File: src/hw/rtl/pamt_pkg.sv
// shared types, widths and constants for the pwm angle multiturn tracker
package pamt_pkg;

  localparam int RESOLUTION_DEF = 4096;

  // field widths
  localparam int AGE_W      = 24;
  localparam int TIME_W     = 16;
  localparam int START_W    = 12;
  localparam int STATUS_W   = 2;
  localparam int POS_W      = 32;
  localparam int FRAME_W    = 13;
  localparam int PRE_W      = 10;
  localparam int CFG_IDX_W  = 3;
  localparam int CFG_DATA_W = 24;

  // product of high time and frame counts plus half the period fits in 30 bits
  localparam int PROD_W    = TIME_W + FRAME_W;
  localparam int DIV_W     = PROD_W + 1;
  localparam int DIV_CNT_W = $clog2(DIV_W);

  // request codes
  localparam logic REQ_READ  = 1'b0;
  localparam logic REQ_RESET = 1'b1;

  typedef enum logic [STATUS_W-1:0] {
    ST_OK       = 2'd0,
    ST_NOT_INIT = 2'd1,
    ST_NOT_CONN = 2'd2
  } status_t;

  typedef enum logic [CFG_IDX_W-1:0] {
    REG_STALE_LIMIT = 3'd0,
    REG_CLOCKWISE   = 3'd1,
    REG_INITIALIZED = 3'd2,
    REG_FRAME       = 3'd3,
    REG_PREAMBLE    = 3'd4
  } cfg_reg_t;

  // register reset values
  localparam logic [AGE_W-1:0]   STALE_LIMIT_RST = 24'd100000;
  localparam logic               CLOCKWISE_RST   = 1'b0;
  localparam logic               INITIALIZED_RST = 1'b0;
  localparam logic [FRAME_W-1:0] FRAME_RST       = 13'd4351;
  localparam logic [PRE_W-1:0]   PREAMBLE_RST    = 10'd128;

  typedef enum logic [1:0] {
    S_IDLE,
    S_MUL,
    S_DIV,
    S_FIN
  } ctrl_state_t;

  typedef struct packed {
    logic load;
    logic mul;
    logic step;
    logic commit;
  } dp_cmd_t;

  typedef struct packed {
    logic div_done;
  } dp_stat_t;

endpackage

File: src/hw/rtl/pamt_if.sv
// channel interfaces: sample request, result and register write
interface pamt_in_if;
  logic                          valid;
  logic                          ready;
  logic                          req_type;
  logic                          sample_present;
  logic [pamt_pkg::AGE_W-1:0]    sample_age_us;
  logic [pamt_pkg::TIME_W-1:0]   high_us;
  logic [pamt_pkg::TIME_W-1:0]   period_us;
  logic [pamt_pkg::START_W-1:0]  start_raw;

  modport source (output valid, req_type, sample_present, sample_age_us, high_us, period_us,
                  start_raw, input ready);
  modport sink (input valid, req_type, sample_present, sample_age_us, high_us, period_us,
                start_raw, output ready);
endinterface

interface pamt_out_if;
  logic                          valid;
  logic                          ready;
  logic [pamt_pkg::STATUS_W-1:0] status;
  logic signed [pamt_pkg::POS_W-1:0] position;

  modport source (output valid, status, position, input ready);
  modport sink (input valid, status, position, output ready);
endinterface

interface pamt_cfg_if;
  logic                            valid;
  logic                            ready;
  logic [pamt_pkg::CFG_IDX_W-1:0]  reg_index;
  logic [pamt_pkg::CFG_DATA_W-1:0] wdata;

  modport source (output valid, reg_index, wdata, input ready);
  modport sink (input valid, reg_index, wdata, output ready);
endinterface

File: src/hw/rtl/pamt_ctrl.sv
// controller state machine: accept, multiply, divide, commit result
module pamt_ctrl (
  input  logic               clk,
  input  logic               rst,
  input  logic               in_valid,
  output logic               in_ready,
  output logic               out_valid,
  input  logic               out_ready,
  input  pamt_pkg::dp_stat_t stat,
  output pamt_pkg::dp_cmd_t  cmd
);

  pamt_pkg::ctrl_state_t state, state_next;
  logic out_full, out_full_next;
  logic can_commit;

  assign can_commit = !out_full || out_ready;

  always_ff @(posedge clk) begin
    if (rst) begin
      state    <= pamt_pkg::S_IDLE;
      out_full <= 1'b0;
    end else begin
      state    <= state_next;
      out_full <= out_full_next;
    end
  end

  always_comb begin
    state_next = state;
    unique case (state)
      pamt_pkg::S_IDLE: if (in_valid) state_next = pamt_pkg::S_MUL;
      pamt_pkg::S_MUL:  state_next = pamt_pkg::S_DIV;
      pamt_pkg::S_DIV:  if (stat.div_done) state_next = pamt_pkg::S_FIN;
      pamt_pkg::S_FIN:  if (can_commit) state_next = pamt_pkg::S_IDLE;
      default:          state_next = pamt_pkg::S_IDLE;
    endcase
  end

  always_comb begin
    cmd        = '0;
    in_ready   = 1'b0;
    unique case (state)
      pamt_pkg::S_IDLE: begin
        in_ready = 1'b1;
        cmd.load = in_valid;
      end
      pamt_pkg::S_MUL:  cmd.mul = 1'b1;
      pamt_pkg::S_DIV:  cmd.step = 1'b1;
      pamt_pkg::S_FIN:  cmd.commit = can_commit;
      default: begin
        cmd      = '0;
        in_ready = 1'b0;
      end
    endcase
  end

  // output register holds one result until the sink takes it
  always_comb begin
    priority if (cmd.commit) begin
      out_full_next = 1'b1;
    end else if (out_ready) begin
      out_full_next = 1'b0;
    end else begin
      out_full_next = out_full;
    end
  end

  assign out_valid = out_full;

endmodule

File: src/hw/rtl/pamt_datapath.sv
// datapath: config registers, duty multiply, serial divider, unwrap and count
module pamt_datapath #(
  parameter int RESOLUTION = pamt_pkg::RESOLUTION_DEF
) (
  input  logic                               clk,
  input  logic                               rst,
  input  pamt_pkg::dp_cmd_t                  cmd,
  output pamt_pkg::dp_stat_t                 stat,
  input  logic                               req_type,
  input  logic                               sample_present,
  input  logic [pamt_pkg::AGE_W-1:0]         sample_age_us,
  input  logic [pamt_pkg::TIME_W-1:0]        high_us,
  input  logic [pamt_pkg::TIME_W-1:0]        period_us,
  input  logic [pamt_pkg::START_W-1:0]       start_raw,
  input  logic                               cfg_we,
  input  logic [pamt_pkg::CFG_IDX_W-1:0]     cfg_index,
  input  logic [pamt_pkg::CFG_DATA_W-1:0]    cfg_wdata,
  output logic [pamt_pkg::STATUS_W-1:0]      status,
  output logic signed [pamt_pkg::POS_W-1:0]  position
);

  localparam int RAW_W = $clog2(RESOLUTION);
  localparam int DW    = pamt_pkg::DIV_W;
  localparam int TW    = pamt_pkg::TIME_W;
  localparam int PW    = pamt_pkg::POS_W;
  localparam logic [RAW_W-1:0]     RAW_MAX = RAW_W'(RESOLUTION - 1);
  localparam logic signed [PW-1:0] HALF_S  = PW'(RESOLUTION / 2);
  localparam logic signed [PW-1:0] RES_S   = PW'(RESOLUTION);

  // configuration registers
  logic [pamt_pkg::AGE_W-1:0]   stale_limit_us;
  logic                         clockwise;
  logic                         initialized;
  logic [pamt_pkg::FRAME_W-1:0] frame_counts;
  logic [pamt_pkg::PRE_W-1:0]   preamble_counts;

  // latched item
  logic                         req_q;
  logic                         present_q;
  logic [pamt_pkg::AGE_W-1:0]   age_q;
  logic [TW-1:0]                high_q;
  logic [TW-1:0]                period_q;
  logic [pamt_pkg::START_W-1:0] start_q;

  // divider
  logic [DW-1:0]                  dvd;
  logic [TW-1:0]                  rem;
  logic [pamt_pkg::DIV_CNT_W-1:0] cnt;
  logic [pamt_pkg::PROD_W-1:0]    prod;
  logic [DW-1:0]                  dividend;
  logic [TW:0]                    trial;
  logic                           trial_ge;

  // tracking state
  logic [RAW_W-1:0] last_raw;
  logic [PW-1:0]    turn_count;
  logic             have_first;

  // commit logic
  logic                     sample_ok;
  logic                     above_pre;
  logic [DW-1:0]            val;
  logic [RAW_W-1:0]         cur_read;
  logic [RAW_W-1:0]         cur_start;
  logic [RAW_W-1:0]         cur;
  logic signed [RAW_W+1:0]  diff0;
  logic signed [PW-1:0]     diff_w;
  logic signed [PW-1:0]     diff_adj;
  logic [PW-1:0]            turn_new;
  pamt_pkg::status_t        st;
  logic                     accumulate;

  always_ff @(posedge clk) begin
    if (rst) begin
      stale_limit_us  <= pamt_pkg::STALE_LIMIT_RST;
      clockwise       <= pamt_pkg::CLOCKWISE_RST;
      initialized     <= pamt_pkg::INITIALIZED_RST;
      frame_counts    <= pamt_pkg::FRAME_RST;
      preamble_counts <= pamt_pkg::PREAMBLE_RST;
    end else if (cfg_we) begin
      case (cfg_index)
        pamt_pkg::REG_STALE_LIMIT: stale_limit_us  <= cfg_wdata;
        pamt_pkg::REG_CLOCKWISE:   clockwise       <= cfg_wdata[0];
        pamt_pkg::REG_INITIALIZED: initialized     <= cfg_wdata[0];
        pamt_pkg::REG_FRAME:       frame_counts    <= cfg_wdata[pamt_pkg::FRAME_W-1:0];
        pamt_pkg::REG_PREAMBLE:    preamble_counts <= cfg_wdata[pamt_pkg::PRE_W-1:0];
        default: ;
      endcase
    end
  end

  always_ff @(posedge clk) begin
    if (cmd.load) begin
      req_q     <= req_type;
      present_q <= sample_present;
      age_q     <= sample_age_us;
      high_q    <= high_us;
      period_q  <= period_us;
      start_q   <= start_raw;
    end
  end

  assign prod     = pamt_pkg::PROD_W'(high_q) * pamt_pkg::PROD_W'(frame_counts);
  assign dividend = DW'(prod) + DW'(period_q[TW-1:1]);

  // restoring division, one quotient bit per cycle shifted into dvd
  assign trial    = {rem, dvd[DW-1]};
  assign trial_ge = trial >= {1'b0, period_q};

  always_ff @(posedge clk) begin
    if (cmd.mul) begin
      dvd <= dividend;
      rem <= '0;
      cnt <= '0;
    end else if (cmd.step) begin
      dvd <= {dvd[DW-2:0], trial_ge};
      rem <= trial_ge ? TW'(trial - {1'b0, period_q}) : trial[TW-1:0];
      cnt <= cnt + 1'b1;
    end
  end

  assign stat.div_done = cmd.step && (cnt == pamt_pkg::DIV_CNT_W'(DW - 1));

  // raw angle from the quotient, clamped to the resolution
  assign sample_ok = (period_q != '0) && (high_q <= period_q);
  assign above_pre = dvd > DW'(preamble_counts);
  assign val       = dvd - DW'(preamble_counts);

  always_comb begin
    priority if (!above_pre) begin
      cur_read = '0;
    end else if (val >= DW'(RESOLUTION)) begin
      cur_read = RAW_MAX;
    end else begin
      cur_read = val[RAW_W-1:0];
    end
  end

  assign cur_start = (PW'(start_q) > PW'(RESOLUTION - 1)) ? RAW_MAX : RAW_W'(start_q);
  assign cur       = (req_q == pamt_pkg::REQ_RESET && start_q != '0) ? cur_start : cur_read;

  always_comb begin
    priority if (!initialized) begin
      st = pamt_pkg::ST_NOT_INIT;
    end else if (req_q == pamt_pkg::REQ_READ) begin
      st = (!present_q || age_q > stale_limit_us || !sample_ok) ? pamt_pkg::ST_NOT_CONN
                                                                 : pamt_pkg::ST_OK;
    end else if (start_q == '0) begin
      st = (!present_q || !sample_ok) ? pamt_pkg::ST_NOT_CONN : pamt_pkg::ST_OK;
    end else begin
      st = pamt_pkg::ST_OK;
    end
  end

  // unwrap the step into plus or minus half a turn
  assign diff0  = $signed({2'b00, cur}) - $signed({2'b00, last_raw});
  assign diff_w = PW'(diff0);

  always_comb begin
    priority if (diff_w > HALF_S) begin
      diff_adj = diff_w - RES_S;
    end else if (diff_w < -HALF_S) begin
      diff_adj = diff_w + RES_S;
    end else begin
      diff_adj = diff_w;
    end
  end

  assign turn_new   = clockwise ? turn_count - $unsigned(diff_adj)
                                : turn_count + $unsigned(diff_adj);
  assign accumulate = (req_q == pamt_pkg::REQ_READ) && have_first;

  always_ff @(posedge clk) begin
    if (rst) begin
      have_first <= 1'b0;
      last_raw   <= '0;
      turn_count <= '0;
    end else if (cmd.commit && st == pamt_pkg::ST_OK) begin
      have_first <= 1'b1;
      last_raw   <= cur;
      turn_count <= accumulate ? turn_new : '0;
    end
  end

  always_ff @(posedge clk) begin
    if (cmd.commit) begin
      status   <= st;
      position <= (st == pamt_pkg::ST_OK && accumulate) ? $signed(turn_new) : '0;
    end
  end

endmodule

File: src/hw/rtl/pwm_angle_multiturn_tracker.sv
// top level of the pwm duty angle decoder with multiturn count
// an item passes through the multiply, the divide steps and the commit before its result is valid
// the bit-serial divider of the duty quotient keeps the block busy with one item at a time
// a result waits in an output register; the next item is taken once it is committed
// reset (rst, synchronous) restores register defaults and clears the tracking state
module pwm_angle_multiturn_tracker #(
  parameter int RESOLUTION = pamt_pkg::RESOLUTION_DEF
) (
  input logic          clk,
  input logic          rst,
  pamt_in_if.sink      sample_in,
  pamt_out_if.source   result_out,
  pamt_cfg_if.sink     cfg
);

  pamt_pkg::dp_cmd_t  cmd;
  pamt_pkg::dp_stat_t stat;

  assign cfg.ready = 1'b1;

  pamt_ctrl u_ctrl (
    .clk       (clk),
    .rst       (rst),
    .in_valid  (sample_in.valid),
    .in_ready  (sample_in.ready),
    .out_valid (result_out.valid),
    .out_ready (result_out.ready),
    .stat      (stat),
    .cmd       (cmd)
  );

  pamt_datapath #(
    .RESOLUTION (RESOLUTION)
  ) u_datapath (
    .clk            (clk),
    .rst            (rst),
    .cmd            (cmd),
    .stat           (stat),
    .req_type       (sample_in.req_type),
    .sample_present (sample_in.sample_present),
    .sample_age_us  (sample_in.sample_age_us),
    .high_us        (sample_in.high_us),
    .period_us      (sample_in.period_us),
    .start_raw      (sample_in.start_raw),
    .cfg_we         (cfg.valid && cfg.ready),
    .cfg_index      (cfg.reg_index),
    .cfg_wdata      (cfg.wdata),
    .status         (result_out.status),
    .position       (result_out.position)
  );

  // status code 3 is never produced
  a_status_code: assert property (@(posedge clk) disable iff (rst)
    result_out.valid |-> result_out.status != 2'd3)
    else $error("result status out of range");

  // an error result carries no position
  a_err_pos_zero: assert property (@(posedge clk) disable iff (rst)
    (result_out.valid && result_out.status != pamt_pkg::ST_OK) |-> result_out.position == '0)
    else $error("error result with nonzero position");

  // after an input transfer the block is busy with that item
  a_busy_after_accept: assert property (@(posedge clk) disable iff (rst)
    (sample_in.valid && sample_in.ready) |=> !sample_in.ready)
    else $error("input taken while an item is in progress");

  // a result never appears in the cycle after an input transfer
  a_no_instant_result: assert property (@(posedge clk) disable iff (rst)
    (sample_in.valid && sample_in.ready && !result_out.valid) |=> !result_out.valid)
    else $error("result appeared before the divide finished");

endmodule

File: src/flat_wrapper.sv
// flat-port wrapper written by rule: the top's interface ports become plain ports
module pwm_angle_multiturn_tracker_flat 
#(
  parameter int RESOLUTION = pamt_pkg::RESOLUTION_DEF
)
  (clk, rst, sample_in_valid, sample_in_req_type, sample_in_sample_present, sample_in_sample_age_us, sample_in_high_us, sample_in_period_us, sample_in_start_raw, sample_in_ready, result_out_valid, result_out_status, result_out_position, result_out_ready, cfg_valid, cfg_reg_index, cfg_wdata, cfg_ready);
  pamt_in_if sample_in_i ();
  pamt_out_if result_out_i ();
  pamt_cfg_if cfg_i ();
  input logic clk;
  input logic rst;
  input wire logic [$bits(sample_in_i.valid)-1:0] sample_in_valid;
  input wire logic [$bits(sample_in_i.req_type)-1:0] sample_in_req_type;
  input wire logic [$bits(sample_in_i.sample_present)-1:0] sample_in_sample_present;
  input wire logic [$bits(sample_in_i.sample_age_us)-1:0] sample_in_sample_age_us;
  input wire logic [$bits(sample_in_i.high_us)-1:0] sample_in_high_us;
  input wire logic [$bits(sample_in_i.period_us)-1:0] sample_in_period_us;
  input wire logic [$bits(sample_in_i.start_raw)-1:0] sample_in_start_raw;
  output wire logic [$bits(sample_in_i.ready)-1:0] sample_in_ready;
  output wire logic [$bits(result_out_i.valid)-1:0] result_out_valid;
  output wire logic [$bits(result_out_i.status)-1:0] result_out_status;
  output wire logic [$bits(result_out_i.position)-1:0] result_out_position;
  input wire logic [$bits(result_out_i.ready)-1:0] result_out_ready;
  input wire logic [$bits(cfg_i.valid)-1:0] cfg_valid;
  input wire logic [$bits(cfg_i.reg_index)-1:0] cfg_reg_index;
  input wire logic [$bits(cfg_i.wdata)-1:0] cfg_wdata;
  output wire logic [$bits(cfg_i.ready)-1:0] cfg_ready;
  assign sample_in_i.valid = sample_in_valid;
  assign sample_in_i.req_type = sample_in_req_type;
  assign sample_in_i.sample_present = sample_in_sample_present;
  assign sample_in_i.sample_age_us = sample_in_sample_age_us;
  assign sample_in_i.high_us = sample_in_high_us;
  assign sample_in_i.period_us = sample_in_period_us;
  assign sample_in_i.start_raw = sample_in_start_raw;
  assign sample_in_ready = sample_in_i.ready;
  assign result_out_valid = result_out_i.valid;
  assign result_out_status = result_out_i.status;
  assign result_out_position = result_out_i.position;
  assign result_out_i.ready = result_out_ready;
  assign cfg_i.valid = cfg_valid;
  assign cfg_i.reg_index = cfg_reg_index;
  assign cfg_i.wdata = cfg_wdata;
  assign cfg_ready = cfg_i.ready;
  pwm_angle_multiturn_tracker #(.RESOLUTION(RESOLUTION)) u_core (.clk(clk), .rst(rst), .sample_in(sample_in_i), .result_out(result_out_i), .cfg(cfg_i));
endmodule
File: config.mk
export PLATFORM = sky130hd
export DESIGN_NAME = pwm_angle_multiturn_tracker_flat
export DESIGN_NICKNAME = d
export VERILOG_FILES = /design/src/hw/rtl/pamt_pkg.sv /design/src/hw/rtl/pamt_if.sv /design/src/hw/rtl/pamt_ctrl.sv /design/src/hw/rtl/pamt_datapath.sv /design/src/hw/rtl/pwm_angle_multiturn_tracker.sv /design/src/flat_wrapper.sv
export SDC_FILE = /design/constraint.sdc
export NUM_CORES = 1
export LEC_CHECK = 0
export ABC_AREA = 1
export BUFFER_PORTS_ARGS = -buffer_cell sky130_fd_sc_hd__buf_2
export CAP_MARGIN = 20
export CORE_MARGIN = 3
export CORE_UTILIZATION = 57
export CTS_CLUSTER_DIAMETER = 30
export DETAILED_ROUTE_END_ITERATION = 6
export PLACE_DENSITY_LB_ADDON = 0.3
export SYNTH_ARGS = -nofsm -noshare
export SYNTH_HDL_FRONTEND = slang
export SYNTH_HIERARCHICAL = 1
export SYNTH_SLANG_ARGS = --single-unit
File: constraint.sdc
create_clock -name clk -period 6.8 [get_ports clk]
set_input_delay 0.68 -clock clk [delete_from_list [all_inputs] [get_ports clk]]
set_output_delay 0.68 -clock clk [all_outputs]
set_load 0.02 [all_outputs]
==> results of run 1 <==
==> what timing repair did <==
action,CTS,global route
resized for setup,17,169
buffers inserted,0,30
pin swaps,0,49
setup endpoints to repair,22,42
==> final timing paths <==
| path | start | to | cells after the start |
|---|---|---|---|
| max | u_core/u_datapath/dvd[0]$_DFFE_PP_ | u_core/u_datapath/turn_count[30]$_SDFFE_PP0P_ | 43 |
| min | sample_in_req_type | u_core/u_datapath/req_q$_DFFE_PP_ | 1 |
| max reg2reg | u_core/u_datapath/dvd[0]$_DFFE_PP_ | u_core/u_datapath/turn_count[30]$_SDFFE_PP0P_ | 43 |
| min reg2reg | u_core/u_datapath/cnt[4]$_SDFFE_PP0P_ | u_core/u_datapath/cnt[4]$_SDFFE_PP0P_ | 1 |
==> routing by layer <==
layer	global-route usage, %	vias to the layer above	part of all wire (%)
met5	0	-	0
met4	10.40	0	3.2
met3	5.521	134	8.2
met2	47.40	786	45
met1	42.03	9684	44
li1	-	9750	-
==> critical path, delay by kind of cell, from the launching register on <==
kind / cells / cell delay (ns)
AO/OA/AOI/OAI: 5 / 1.04
XOR/XNOR: 1 / 0.26
adder cells (fa/ha/maj): 5 / 1.33
buffers and inverters: 7 / 0.70
flip-flops: 1 / 0.34
AND/OR/NAND/NOR: 25 / 2.90
==> stage by stage <==
step | instance area (µm²) | setup slack (ns) | hold slack (ns) | instances | utilization (%)
floorplan | 22740 | 0.4389 | 0.4220 | 2895 | -
CTS | 26450 | 0.01082 | 0.2304 | 3649 | 67.81
global placement | 24280 | -0.05528 | 0.4418 | 3535 | 62.25
global route | 27420 | -0.1709 | 0.2322 | 3681 | 70.30
detailed placement | 24280 | -0.2419 | 0.4473 | 3535 | 62.25
finish | 27420 | 0.1445 | 0.2532 | 3681 | 70.30
==> cell usage in the layout, fill, tap and decap left out, types with 28 or more instances in the layout <==
| master | n |
|---|---|
| sky130_fd_sc_hd__nand4_1 | 33 |
| sky130_fd_sc_hd__fa_1 | 168 |
| sky130_fd_sc_hd__xor2_1 | 42 |
| sky130_fd_sc_hd__nor2_1 | 154 |
| sky130_fd_sc_hd__inv_1 | 489 |
| sky130_fd_sc_hd__buf_4 | 104 |
| sky130_fd_sc_hd__buf_2 | 137 |
| sky130_fd_sc_hd__nand3_1 | 110 |
| sky130_fd_sc_hd__dfxtp_1 | 115 |
| sky130_fd_sc_hd__edfxtp_1 | 134 |
| sky130_fd_sc_hd__o211ai_1 | 29 |
| sky130_fd_sc_hd__o21ai_0 | 107 |
| sky130_fd_sc_hd__nand2_2 | 32 |
| sky130_fd_sc_hd__ha_1 | 195 |
| sky130_fd_sc_hd__xnor2_1 | 28 |
| sky130_fd_sc_hd__clkbuf_16 | 62 |
| sky130_fd_sc_hd__a21oi_1 | 174 |
| sky130_fd_sc_hd__nand2_1 | 701 |
==> sequential cells by signal, indices dropped and copies added (netlist names), 5 cells and up <==
register,flops
u_core/u_datapath/position,32
u_core/u_datapath/turn_count,32
u_core/u_datapath/dvd,30
u_core/u_datapath/age_q,24
u_core/u_datapath/stale_limit_us,24
u_core/u_datapath/high_q,16
u_core/u_datapath/period_q,16
u_core/u_datapath/rem,16
u_core/u_datapath/frame_counts,13
u_core/u_datapath/cur_start,12
u_core/u_datapath/last_raw,12
u_core/u_datapath/preamble_counts,10
u_core/u_datapath/cnt,5
==> layout make-up <==
class                   instances  area [µm²]  area share (%)
inverters                     507        1909           6.963
clock buffers                  68        1614           5.886
repair buffers                247        1550           5.653
multi-input cells            2043       14810           54.02
flip-flops and latches        252        6390           23.30
well taps                     518       648.1           2.364
clock inverters                46       496.7           1.811
==> logic make-up after synthesis <==
family	after synthesis
AND/OR/NAND/NOR	1156
other	1
adder cells (fa/ha/maj)	387
flip-flops	252
AO/OA/AOI/OAI	428
XOR/XNOR	71
buffers and inverters	600
==> run summary, run 1 <==
================================================================================
Cell accounting for the most synthesized area                       sky130_fd_sc_hd__edfxtp_1
Final ANT Viol Nets                                                            0
Clock buffers created by TritonCTS                                            60
Setup repair after global routing missed its margin                          yes
Mapped Avg Cell Area                                                   7.855 µm²
Hold violation count in the final report                                       0
Clock sink count                                                             252
Synth warn                                                                     6
Detailed placer's ending HPWL                                           49.69 mm
Count of endpoints failing setup in the final report                           0
Area added between synthesis and finish                                   20.58%
Die Ht                                                                  205.7 µm
Grt total ovfl                                                                 0
Result of the run                                                   complete, but fails checks
Mapped Area                                                            22740 µm²
Rows                                                                          72
Detailed-route vias per instance                                           5.529
Post-detailed-route wirelength per cell                                 17.63 µm
Max-slew headroom                                                         28.35%
Net Count, Synth                                                            3384
Global placement routability congestion                                   0.9467
Type of destination of the critical path                                    flop
Overall fraction of global-route tracks in use                            30.14%
Worst endpoint required time                                             7.32 ns
Largest net degree at the start of global routing                             71
Violation count after the first detailed-routing iteration                  1536
Vias in the first global route                                             19700
Most instantiated flip-flop cell in the synthesis netlist           sky130_fd_sc_hd__edfxtp_1
Largest stage delay on the critical path                                 0.46 ns
Sum of routed wire length over all layers                               64.91 mm
Synth unique cells                                                            56
Sum of negative setup slack                                                 0 ns
Worst-path cell with the longest stage delay                        sky130_fd_sc_hd__fa_2
Number of hold buffers added after cts                                         0
Detailed-router iteration count before antenna repair                          7
Flop and latch count out of synthesis                                        252
IO Count                                                                     139
Proportion of synthesized area in mux cells                                   0%
Worst Path Max Fanout                                                          8
Number of antenna violations at the first check in global routing              1
Clk Latency, worst-skew pair                                             0.61 ns
Ys async rst share                                                            0%
Post-synth top cells                                                733 x sky130_fd_sc_hd__nand2_1, 497 x sky130_fd_sc_hd__inv_1, 217 x sky130_fd_sc_hd__ha_1
EDFF count, synth                                                            134
TritonCTS clock tree                                                        done
Achievable clock frequency                                             150.3 MHz
Total count of max-transition violations in the final report                   0
Compound-Gate Fraction of Synth Area                                      10.53%
Transition at the pin with the smallest max-transition slack            1.075 ns
Fraction of final layout cells sized beyond drive strength 1              17.45%
# H-tree levels                                                                2
Post-synthesis simple-gate area fraction                                  21.65%
Data arrival time at the worst-slack endpoint                            7.17 ns
Share of synthesized area occupied by flip-flops and latches              28.08%
Combinational family with the most area after synthesis              adder cells
Path category of the worst min-delay check                             in -> reg
Port Buffer Count                                                            137
Effective utilization at floorplan                                        58.30%
Gate count of the mapped netlist                                            2895
Nets                                                                        3600
Max-Cap Viols                                                                  0
Top cells by area in the synthesized netlist                        sky130_fd_sc_hd__edfxtp_1 18%, sky130_fd_sc_hd__fa_1 15%, sky130_fd_sc_hd__nand2_1 12%
Horiz. Die Dim                                                          205.7 µm
Number of diodes                                                               0
Failing checks                                                               DRC
# fillers                                                                   3078
Number of buffers between clock root and the deepest sink                      3
Adder-cell share of the synthesized area                                  26.91%
Worst-path clk slew                                                      0.06 ns
Most common cell in the synthesized netlist                         sky130_fd_sc_hd__nand2_1
Placeable core region                                                  39010 µm²
Top cell type's share of synthesized area                                 17.69%
Setup clock skew after layout                                         0.02535 ns
Critical Setup Path Class                                             reg -> reg
Die Outline Area                                                       42330 µm²
Residual DRC                                                                   1
FF-to-FF setup slack                                                     0.14 ns
Shortest period the worst path allows                                   6.655 ns
Global-route wire length before repair                                  101.4 mm
XOR/XNOR Fraction of Synth Area                                           2.735%
Vias post-DR                                                               20350
Crit path launch type                                                       flop
Clock root cell                                                     sky130_fd_sc_hd__clkbuf_16
Post-route fraction of the period consumed by the critical path           97.87%
================================================================================
Power of run 1 is left out: the tool's default activity adds up to more than one toggle a clock period on the data nets, which glitch-free logic cannot reach.
==> run 2: changes to the inputs <==
- REMOVE_ABC_BUFFERS: unset -> 1
==> run 2 against run 1 <==
  * The run now ends clean
  * Utilization decreased by 1.5 points
  * First-iteration DRC count is 4.6% higher
  * Clock skew is 0.0040 ns higher
  * Global-route usage fell by 0.47 points
  * Highest routed layer is now met5
==> run summary, run 2 (synthesized netlist as in run 1, its figures left out) <==
================================================================================
Result of the run                                                   finished clean
Die Outline Area                                                       42330 µm²   unchanged
Met3 demand-to-capacity share in global routing                           4.161%   -1.4 points
Post-route fraction of the period consumed by the critical path           96.17%   -1.7 points
Placeable core region                                                  39010 µm²   unchanged
Shortest period the worst path allows                                   6.539 ns   -0.1161 ns
Clk Latency, worst-skew pair                                             0.61 ns   about the same
Nets                                                                        3554   -1.3%
Crit path launch type                                                       flop
Cell depth of the worst flop-to-flop path                                     20   -53%
Sum of routed wire length over all layers                               63.25 mm   -2.6%
Number of antenna violations at the first check in global routing              1   unchanged
Vias in the first global route                                             20140   +2.2%
Total count of max-transition violations in the final report                   0   unchanged
Fraction of final layout cells sized beyond drive strength 1              15.19%   -2.3 points
Worst-path clk slew                                                      0.05 ns   about the same
Setup repair after global routing missed its margin                          yes
Vias post-DR                                                               20140   -1.1%
Worst Path Max Fanout                                                         13   +5
Global Route met1 Usage                                                   36.69%   -5.3 points
Die Ht                                                                  205.7 µm   unchanged
Beginning of the critical path                                      u_core/u_datapath/frame_counts[3]$_SDFFE_PP1P_
Setup clock skew after layout                                         0.02933 ns   +0.003979 ns
Count of endpoints failing setup in the final report                           0   unchanged
Placement Cell Area                                                    24020 µm²   -1.1%
Max-Cap Viols                                                                  0   unchanged
Data arrival time at the worst-slack endpoint                            6.87 ns   -0.30 ns
Top flop regs                                                       u_core/u_datapath/position x32, u_core/u_datapath/turn_count x32, u_core/u_datapath/dvd x30
Area added between synthesis and finish                                   18.07%
Path category of the worst min-delay check                             in -> reg
Rows                                                                          72   unchanged
Hold_ws                                                                0.2400 ns   -0.01314 ns
Worst endpoint required time                                             7.13 ns   -0.19 ns
Final ANT Viol Nets                                                            0   unchanged
Detailed-router iteration count before antenna repair                          5   -2
Overall fraction of global-route tracks in use                            29.67%   -0.47 points
Global-route wire length before repair                                  100.3 mm   -1.1%
Horiz. Die Dim                                                          205.7 µm   unchanged
Transition at the pin with the smallest max-transition slack            1.101 ns   +0.02633 ns
IO Count                                                                     139   unchanged
Global-route track usage on met2                                          51.54%   +4.1 points
Clock buffers created by TritonCTS                                            56   -6.7%
Achievable clock frequency                                             152.9 MHz   +1.8%
Clock root cell                                                     sky130_fd_sc_hd__clkbuf_16
Critical Setup Path Class                                             reg -> reg
Clock sink count                                                             252   unchanged
Hold violation count in the final report                                       0   unchanged
Type of destination of the critical path                                    flop
Residual DRC                                                                   0   -1
Number of hold buffers added after cts                                         0   unchanged
Post-detailed-route wirelength per cell                                 17.42 µm   -1.2%
Leading cell type in the layout, fill and taps excluded             sky130_fd_sc_hd__nand2_1
Setup crit end                                                      u_core/u_datapath/dvd[23]$_DFFE_PP_
Crit Reg-Reg Endpoint                                               u_core/u_datapath/dvd[23]$_DFFE_PP_
Largest net degree at the start of global routing                             60   -15%
Detailed placer's ending HPWL                                           48.97 mm   -1.4%
Most used cells in the layout excluding fill and tap cells          705 x sky130_fd_sc_hd__nand2_1, 491 x sky130_fd_sc_hd__inv_1, 201 x sky130_fd_sc_hd__ha_1, 178 x sky130_fd_sc_hd__a21oi_1, 168 x sky130_fd_sc_hd__fa_1
# H-tree levels                                                                2   unchanged
TritonCTS clock tree                                                        done
Global placement routability congestion                                   0.9441   -0.27%
Max-slew headroom                                                         26.32%   -2.0 points
Most utilized layer in the global route result                              met2
Grt total ovfl                                                                 0   unchanged
Effective utilization at floorplan                                        58.30%   unchanged
Violation count after the first detailed-routing iteration                  1606   +4.6%
Detailed-route vias per instance                                           5.546   +0.30%
Number of diodes                                                               0   unchanged
FF-to-FF setup slack                                                     0.26 ns   +0.12 ns
Number of buffers between clock root and the deepest sink                      3   unchanged
Summed area of non-filler cells in the final layout                    26850 µm²   -2.1%
Origin of the critical flop-to-flop path                            u_core/u_datapath/frame_counts[3]$_SDFFE_PP1P_
Sum of negative setup slack                                                 0 ns   unchanged
Port Buffer Count                                                            137   unchanged
================================================================================
-- run 2: worst min path at each step --
stage                                                endpoint  cells past startpoint  slack [ns]                                       from
finish                  u_core/u_datapath/age_q[10]$_DFFE_PP_                      1        0.24                sample_in_sample_age_us[10]
global route            u_core/u_datapath/age_q[11]$_DFFE_PP_                      1        0.22                sample_in_sample_age_us[11]
floorplan               u_core/u_datapath/cnt[4]$_SDFFE_PP0P_                      1        0.43      u_core/u_datapath/cnt[4]$_SDFFE_PP0P_
detailed placement  u_core/u_datapath/have_first$_SDFFE_PP0P_                      2        0.45  u_core/u_datapath/have_first$_SDFFE_PP0P_
CTS                     u_core/u_datapath/age_q[10]$_DFFE_PP_                      1        0.21                sample_in_sample_age_us[10]
global placement    u_core/u_datapath/have_first$_SDFFE_PP0P_                      2        0.44  u_core/u_datapath/have_first$_SDFFE_PP0P_
-- run 2: what timing repair did --
action                                  in CTS  in global routing
pin swaps                                    4                 31
cloned                                       0                  1
setup buffers                                0                 21
resized for setup                           15                122
endpoints found under the setup margin      16                 41
-- run 2: final cells by class --
cell class	instances	area, µm²
inverter	507	1909
sequential	252	6386
clock inverter	39	533.0
clock buffer	67	1525
fill	3190	12160
tap	518	648.1
multi-input combinational	2043	14580
timing repair buffer	205	1269
-- run 2: through the flow --
step / instances / utilization (%) / setup slack [ns]
3_5_place_dp: 3500 / 61.58 / -0.1992
3_3_place_gp: 3500 / 61.58 / -0.1534
6_report: 3631 / 68.84 / 0.2606
2_1_floorplan: 2802 / - / 0.2162
5_1_grt: 3631 / 68.84 / -0.2090
4_1_cts: 3606 / 67.01 / 0.01424
-- run 2: metal layers --
layer	up-vias	routed length, µm
li1	9652	-
met1	9634	25890
met2	685	31060
met3	164	3666
met4	2	2617
met5	-	16
-- run 2: critical path, stage by stage (launching register included) --
cell,delay [ns]
sky130_fd_sc_hd__dfxtp_1,0.79
sky130_fd_sc_hd__buf_4,0.26
sky130_fd_sc_hd__nand2_1,0.08
sky130_fd_sc_hd__fa_1,0.57
sky130_fd_sc_hd__inv_1,0.06
sky130_fd_sc_hd__fa_1,0.43
sky130_fd_sc_hd__fa_1,0.49
sky130_fd_sc_hd__inv_1,0.05
sky130_fd_sc_hd__fa_1,0.46
sky130_fd_sc_hd__fa_1,0.54
sky130_fd_sc_hd__inv_1,0.05
sky130_fd_sc_hd__fa_1,0.45
sky130_fd_sc_hd__ha_1,0.38
sky130_fd_sc_hd__a21o_1,0.19
sky130_fd_sc_hd__a31oi_1,0.13
sky130_fd_sc_hd__nand3_1,0.18
sky130_fd_sc_hd__a21oi_1,0.30
sky130_fd_sc_hd__o21ai_1,0.16
sky130_fd_sc_hd__a21oi_1,0.22
sky130_fd_sc_hd__xor2_1,0.31
sky130_fd_sc_hd__o21ai_0,0.14
Power of run 2 is left out for the same reason.
